==> src/hw/rtl/grr_pkg.sv <==
// ============================================================================
// Gamma ramp resampler package
// Shared constants, types and the command and status structs that join the
// controller and the datapath.
// ============================================================================
`default_nettype none

package grr_pkg;

  localparam int TableEntries = 256;
  localparam int MaxRamp      = 4096;
  localparam int AddrW        = $clog2(TableEntries);
  localparam int RampW        = 13;
  localparam int IdxW         = 12;
  localparam int ColorW       = 16;
  localparam int NumColors    = 3;
  localparam int ColorSelW    = $clog2(NumColors);
  localparam int EntryW       = NumColors * ColorW;
  localparam int ProdAW       = IdxW + AddrW;
  localparam int NumW         = ColorW + IdxW;
  localparam int DvdBW        = NumW + 1;
  localparam int RemBW        = IdxW + 1;
  localparam int DivASteps    = AddrW;
  localparam int DivBSteps    = ColorW;
  localparam int MulSteps     = 2 * NumColors;
  localparam int MulIdxW      = $clog2(MulSteps);
  localparam int CntW         = $clog2(DivBSteps);

  typedef enum logic {
    ModeLoad  = 1'b0,
    ModeQuery = 1'b1
  } mode_e;

  typedef enum logic [1:0] {
    RdDirect = 2'd0,
    RdLo     = 2'd1,
    RdHi     = 2'd2
  } rd_sel_e;

  typedef logic [NumColors-1:0][ColorW-1:0] rgb_t;

  typedef struct packed {
    logic                take;
    logic                query_start;
    logic                div_a_init;
    logic                div_a_step;
    logic                rd_en;
    rd_sel_e             rd_sel;
    logic                cap_lo;
    logic                mul_step;
    logic [MulIdxW-1:0]  mul_idx;
    logic                div_b_init;
    logic                div_b_step;
    logic                out_load;
  } cmd_t;

  typedef struct packed {
    logic oor;
    logic direct;
  } sts_t;

endpackage

`default_nettype wire

==> src/hw/rtl/grr_ctrl.sv <==
// ============================================================================
// Gamma ramp resampler controller
// One-hot state machine that sequences loads, table reads, the index
// divider, the shared multiplier and the blend dividers.
// ============================================================================
`default_nettype none

module grr_ctrl
  import grr_pkg::*;
(
  input  wire logic  clk_i,
  input  wire logic  rst_ni,
  input  wire logic  in_valid_i,
  input  wire mode_e in_mode_i,
  output logic       in_ready_o,
  input  wire sts_t  sts_i,
  input  wire logic  out_busy_i,
  output cmd_t       cmd_o
);

  typedef enum logic [8:0] {
    StIdle     = 9'b000000001,
    StClassify = 9'b000000010,
    StDivA     = 9'b000000100,
    StRdLo     = 9'b000001000,
    StRdHi     = 9'b000010000,
    StMul      = 9'b000100000,
    StDivBInit = 9'b001000000,
    StDivB     = 9'b010000000,
    StFinish   = 9'b100000000
  } state_e;

  state_e          state_q, state_d;
  logic [CntW-1:0] cnt_q, cnt_d;

  always_comb begin
    state_d    = state_q;
    cnt_d      = cnt_q;
    cmd_o      = '0;
    in_ready_o = 1'b0;
    case (state_q)
      StIdle: begin
        in_ready_o = 1'b1;
        if (in_valid_i) begin
          cmd_o.take = 1'b1;
          if (in_mode_i == ModeQuery) begin
            cmd_o.query_start = 1'b1;
            state_d           = StClassify;
          end
        end
      end
      StClassify: begin
        cnt_d = '0;
        if (sts_i.oor) begin
          state_d = StFinish;
        end else if (sts_i.direct) begin
          cmd_o.rd_en  = 1'b1;
          cmd_o.rd_sel = RdDirect;
          state_d      = StFinish;
        end else begin
          cmd_o.div_a_init = 1'b1;
          state_d          = StDivA;
        end
      end
      StDivA: begin
        cmd_o.div_a_step = 1'b1;
        if (cnt_q == CntW'(DivASteps - 1)) begin
          cnt_d   = '0;
          state_d = StRdLo;
        end else begin
          cnt_d = cnt_q + 1'b1;
        end
      end
      StRdLo: begin
        cmd_o.rd_en  = 1'b1;
        cmd_o.rd_sel = RdLo;
        state_d      = StRdHi;
      end
      StRdHi: begin
        cmd_o.rd_en  = 1'b1;
        cmd_o.rd_sel = RdHi;
        cmd_o.cap_lo = 1'b1;
        cnt_d        = '0;
        state_d      = StMul;
      end
      StMul: begin
        cmd_o.mul_step = 1'b1;
        cmd_o.mul_idx  = cnt_q[MulIdxW-1:0];
        if (cnt_q == CntW'(MulSteps - 1)) begin
          cnt_d   = '0;
          state_d = StDivBInit;
        end else begin
          cnt_d = cnt_q + 1'b1;
        end
      end
      StDivBInit: begin
        cmd_o.div_b_init = 1'b1;
        cnt_d            = '0;
        state_d          = StDivB;
      end
      StDivB: begin
        cmd_o.div_b_step = 1'b1;
        if (cnt_q == CntW'(DivBSteps - 1)) begin
          cnt_d   = '0;
          state_d = StFinish;
        end else begin
          cnt_d = cnt_q + 1'b1;
        end
      end
      StFinish: begin
        if (!out_busy_i) begin
          cmd_o.out_load = 1'b1;
          state_d        = StIdle;
        end
      end
      default: begin
        state_d = StIdle;
      end
    endcase
  end

  always_ff @(posedge clk_i or negedge rst_ni) begin
    if (!rst_ni) begin
      state_q <= StIdle;
      cnt_q   <= '0;
    end else begin
      state_q <= state_d;
      cnt_q   <= cnt_d;
    end
  end

  a_query_blocks_input: assert property (@(posedge clk_i) disable iff (!rst_ni)
    cmd_o.query_start |=> !in_ready_o)
    else $error("input accepted while a query is in progress");

  a_out_load_free: assert property (@(posedge clk_i) disable iff (!rst_ni)
    cmd_o.out_load |-> !out_busy_i)
    else $error("result loaded into a full output register");

  a_div_a_count: assert property (@(posedge clk_i) disable iff (!rst_ni)
    (state_q == StDivA) |-> (cnt_q < CntW'(DivASteps)))
    else $error("index divider ran past its step count");

endmodule

`default_nettype wire

==> config.mk <==
export PLATFORM = sky130hd
export DESIGN_NAME = grr_ctrl
export DESIGN_NICKNAME = d
export VERILOG_FILES = /design/src/hw/rtl/grr_pkg.sv /design/src/hw/rtl/grr_ctrl.sv
export SDC_FILE = /design/constraint.sdc
export NUM_CORES = 1
export LEC_CHECK = 0
export ABC_AREA = 1
export BUFFER_PORTS_ARGS = -buffer_cell sky130_fd_sc_hd__buf_4
export CAP_MARGIN = 15
export CORE_ASPECT_RATIO = 0.8
export CORE_MARGIN = 2
export CORE_UTILIZATION = 35
export CTS_BUF_LIST = sky130_fd_sc_hd__clkbuf_2
export CTS_CLUSTER_SIZE = 16
export DETAILED_ROUTE_END_ITERATION = 10
export PLACE_DENSITY = 0.65
export SYNTH_ARGS = -nofsm -noshare
export SYNTH_HDL_FRONTEND = slang
export SYNTH_SLANG_ARGS = --single-unit
==> constraint.sdc <==
create_clock -name clk_i -period 1.6 [get_ports clk_i]
set_clock_uncertainty 0.2 [all_clocks]
set_input_delay 0.16 -clock clk_i [delete_from_list [all_inputs] [get_ports clk_i]]
set_output_delay 0.16 -clock clk_i [all_outputs]
set_load 0.1 [all_outputs]
# Yosys cells after proc, flatten, opt, wreduce, memory -nomap -nowiden

Cells that the tools add are included.

Add/sub/neg operators: 1
Equal/unequal tests: 18
Multiplexer cells: 30
Reductions and logical operators: 3

Operators by type and width:

| kind                                                                   | count |
|---|---|
| 9-bit case mux with 9 select lines                                     | 1 |
| 9-bit two-way mux                                                      | 8 |
| 4-bit two-way mux                                                      | 4 |
| 4-bit case mux with 4 select lines                                     | 1 |
| 2-bit inequality test (second input constant)                          | 6 |
| 1-bit two-way mux                                                      | 11 |
| 9-bit by 1-bit equality test with 1-bit output (second input constant) | 1 |
| 9-bit by 2-bit equality test with 1-bit output (second input constant) | 1 |
| 9-bit by 3-bit equality test with 1-bit output (second input constant) | 1 |
| 9-bit by 4-bit equality test with 1-bit output (second input constant) | 1 |
| 9-bit by 5-bit equality test with 1-bit output (second input constant) | 1 |
| 9-bit by 6-bit equality test with 1-bit output (second input constant) | 1 |
| 9-bit by 7-bit equality test with 1-bit output (second input constant) | 1 |
| 9-bit by 8-bit equality test with 1-bit output (second input constant) | 1 |
| 9-bit equality test (second input constant)                            | 1 |
| 3-bit case mux with 3 select lines                                     | 1 |
| 4-bit by 3-bit equality test with 1-bit output (second input constant) | 2 |
| 3-bit two-way mux                                                      | 2 |
| 6-bit AND reduction                                                    | 1 |
| 4-bit by 1-bit adder with 4-bit output (second input constant)         | 1 |
| 4-bit equality test (second input constant)                            | 1 |
| 2-bit two-way mux                                                      | 2 |
| 4-bit nonzero test                                                     | 1 |
| 3-bit OR reduction                                                     | 1 |

Register bits after elaboration: 13
Input bits: 7
Output and inout port bits: 16
Logic and storage cells: 54

# Longest topological paths before layout

Word-level depth: 3
Depth in mapped cells: 12
Gate-level depth less buffers: 12

# Least setup slack after synthesis

No wires, ideal clock.

Kind: reg2out
From: register state_q[0]
To: output port cmd_o[13] in the netlist's numbering
Data arrival time: 3.842 ns
Data required time: 1.240 ns
Path slack: -2.602 ns
Stages on the path, launching flop included: 7
Buffers on the path: 0
Cell sequence: dfstp_2 > inv_1 > nor2_1 > nand2_1 > nor2_2 > inv_1 > nor3_1

RTL lines:

| item                   | RTL line        | text |
|---|---|---|
| start, declared        | grr_ctrl.sv:33  | `state_e state_q, state_d;` |
| start signal, assigned | grr_ctrl.sv:124 | `state_q <= StIdle;` |
| start signal, assigned | grr_ctrl.sv:127 | `state_q <= state_d;` |
| end, declared          | grr_ctrl.sv:18  | `output cmd_t cmd_o` |

==> run_results.csv <==
group,metric,value,unit
status,outcome,"finished with violations",
setup_path,crit_start,"state_q[1]",
drt,totalWireLength,3327,um
logic_synthesis,postSynthAreaPerCell,6.693,um2
logic_synthesis,synthFlopType,"dfrtp_1",
global_route,grt_pass1_wl,5451,um
logic_synthesis,synth.distinct_cells,25,
global_route,grt_max_degree,14,
clocking,cts.sinks,13,
status,violations,"setup timing",
die,rows,18,
logic_synthesis,synth.most_common_cell,"nand2_1",
setup_path,ff2ff_setup_slack,-0.30,ns
placed_design,hpwlAfterDp,2316,um
setup_path,start_kind,"flip-flop",
layout,area_growth,92.57,%
timing,finalCritPeriodShare,1.260,
global_route,gr-total-overflow,0,
setup_path,r2r_start,"state_q[1]",
setup_path,worst_ep_required_time,1.24,ns
pwr,p_total,2644,uW
setup_path,r2r-end,"cnt_q[2]",
drt,avgViaCountPerCell,4.539,
layout,n_antenna_cell,0,
layout,fin_util,0.6985,
setup_path,worstPathMaxFanout,4,
timing,finalHoldViolations,0,
logic_synthesis,synth-seq-cells,13,
die,start_util,0.3627,
layout,fin_nets,250,
global_route,grt_pass1_vias,1226,
setup_path,crit_type,"flip-flop to output port",
clocking,clock_latency,0.28,ns
logic_synthesis,yosys.area.top_type,"dfrtp_1",
logic_synthesis,async_reset_ff_frac,1.000,
die,chipWidth,66.99,um
drt,vias,1271,
timing,max-slew-margin-rel,0.8132,
timing,tightest_slew,0.2794,ns
die,die_area,3644,um2
global_route,antenna_found_initial,0,
global_route,globalRouteTotalUtil,0.2009,
die,core,3063,um2
logic_synthesis,yosysWarnings,0,
clocking,clockBufferDepth,2,
timing,fin_ws,-0.4162,ns
timing,max_freq,496.0,MHz
logic_synthesis,yosysSeqAreaShare,0.2939,
clocking,cts_tree,"built",
pwr,ir_drop,0.0006777,V
logic_synthesis,synth_edf_count,0,
pwr,p_leak,0.001039,uW
clocking,cts_buffers,3,
drt,drtPass1Iterations,4,
setup_path,worstPathArrival,1.66,ns
layout,drive_gt1_frac,0.5458,
timing,grt_setup_unrepaired,"yes",
logic_synthesis,netlist_top_cells_count,"44 x nand2_1, 29 x nor2_1, 24 x inv_1",
placed_design,port_buffers,22,
drt,postRouteAntennaNets,0,
drt,drtIter0Drc,23,
drt,post-route-drc-count,0,
timing,setup_viol,28,
die,die_h,54.40,um
pwr,power_per_cell_area,1236,nW/um2
setup_path,reg2reg_depth,10,
hold_path,hold_class,"input port to flip-flop",
timing,fin_hold_ws,0.01697,ns
logic_synthesis,synth_cells,166,
drt,wl_per_cell,11.88,um
logic_synthesis,synth_area,1111,um2
clocking,clock-root-buffer,"clkbuf_2",
die,io_pins,23,
clocking,htree_levels,1,
setup_path,worstSetupEndpoint,"cmd_o[3]",
timing,finalCriticalPeriod,2.016,ns
layout,fill_cells,235,
timing,drv_slew,0,
flow_run,maxCapViolations,0,
clocking,path_clk_slew,0.14,ns
logic_synthesis,syn_nets,175,
setup_path,end_kind,"output port",
placed_design,gp_congestion,0.8775,
logic_synthesis,synth_top_area_share,0.2703,
logic_synthesis,synth_area_leaders,"dfrtp_1 27%, nand2_1 15%, nor2_1 9.8%, inv_1 8.1%, nor2_4 8.1%",
-- timing repair --
item                       in CTS  in global routing
pin swaps                      13                 10
setup endpoints to repair      27                 28
gates resized for setup        67                 18
hold buffers                    1                  1
hold endpoints to repair       13                  1
buffers inserted                9                  8
-- power by group --
group / internal (uW) / switching [uW]
clock network: 66.3 / 118
logic: 812 / 1150
registers: 410 / 84.2
total: 1290 / 1360
-- how the worst min path moves through the flow --
stage	to	start	slack (ns)	cells after the start
after floorplan	cnt_q[0]	rst_ni	-0.34	0
after global placement	cnt_q[3]	rst_ni	-0.18	1
after detailed placement	cnt_q[3]	rst_ni	-0.18	1
after CTS	state_q[8]	out_busy_i	0.003	3
after global routing	state_q[0]	in_mode_i	0.04	4
final	state_q[0]	in_mode_i	0.02	4
-- per-stage QoR --
step           setup TNS (ns)  worst slack (ns)  cell area (um2)  cells
2_1_floorplan          -13.40            -1.000             1230    166
3_3_place_gp           -1.828           -0.1303             1673    260
3_5_place_dp           -2.285           -0.1785             1673    260
4_1_cts                -7.442           -0.4164             2029    273
5_1_grt                -10.84           -0.5241             2140    280
6_report               -8.279           -0.4162             2140    280
-- cell type report --
class | count | area [um2] | share of cell area
clock buffer | 4 | 20.02 | 0.009357
multi-input combinational | 122 | 844.6 | 0.3947
timing repair buffer | 71 | 778.2 | 0.3637
inverter | 30 | 120.1 | 0.05614
tap | 40 | 50.05 | 0.02339
sequential | 13 | 326.6 | 0.1526
-- layout by cell type (no fill, tap or decap) --
| cell | count |
|---|---|
| nor2_2 | 2 |
| o21ai_0 | 1 |
| nand2_2 | 3 |
| o21ai_2 | 4 |
| dfrtp_1 | 12 |
| nor3_4 | 3 |
| buf_6 | 14 |
| clkinv_1 | 1 |
| inv_1 | 17 |
| nand2_4 | 3 |
| ha_1 | 2 |
| dfstp_2 | 1 |
| nor2_1 | 19 |
| a21oi_1 | 1 |
| dlygate4sd3_1 | 2 |
| nand3_1 | 10 |
| clkbuf_2 | 4 |
| buf_4 | 40 |
| inv_4 | 3 |
| buf_12 | 15 |
| inv_2 | 9 |
| nand2_1 | 40 |
| nor3_1 | 1 |
| nand3_4 | 4 |
| a21oi_2 | 1 |
| nand3_2 | 4 |
| nand4_1 | 2 |
| a31oi_1 | 1 |
| nor2_4 | 20 |
| o31ai_4 | 1 |
-- state kept, by name (all words and copies together), names as in the netlist --
| signal | cells |
|---|---|
| cnt_q | 4 |
| state_q | 9 |
-- routing by layer --
layer / GRT usage / share of wire
met5: 0 / 0
met4: 0.05102 / 0.0057
met3: 0.02469 / 0.023
met2: 0.3833 / 0.55
met1: 0.2427 / 0.42
-- cells by family (layout without fill, tap and decap cells) --
logic type	count (synthesis)	in the layout	synth area share
AND/OR/NAND/NOR	111	111	0.5191
buffers and inverters	31	105	0.1104
flip-flops	13	13	0.2939
AO/OA/AOI/OAI	9	9	0.05406
adder cells (fa/ha/maj)	2	2	0.02252
-- worst max-delay path: stages, from the launching register on --
cell,delay (ns)
dfrtp_1,0.46
nor2_4,0.21
nand3_4,0.15
nor2_4,0.20
inv_4,0.08
nor2_4,0.10
buf_12,0.18
Power figures use the tool's default switching activity.
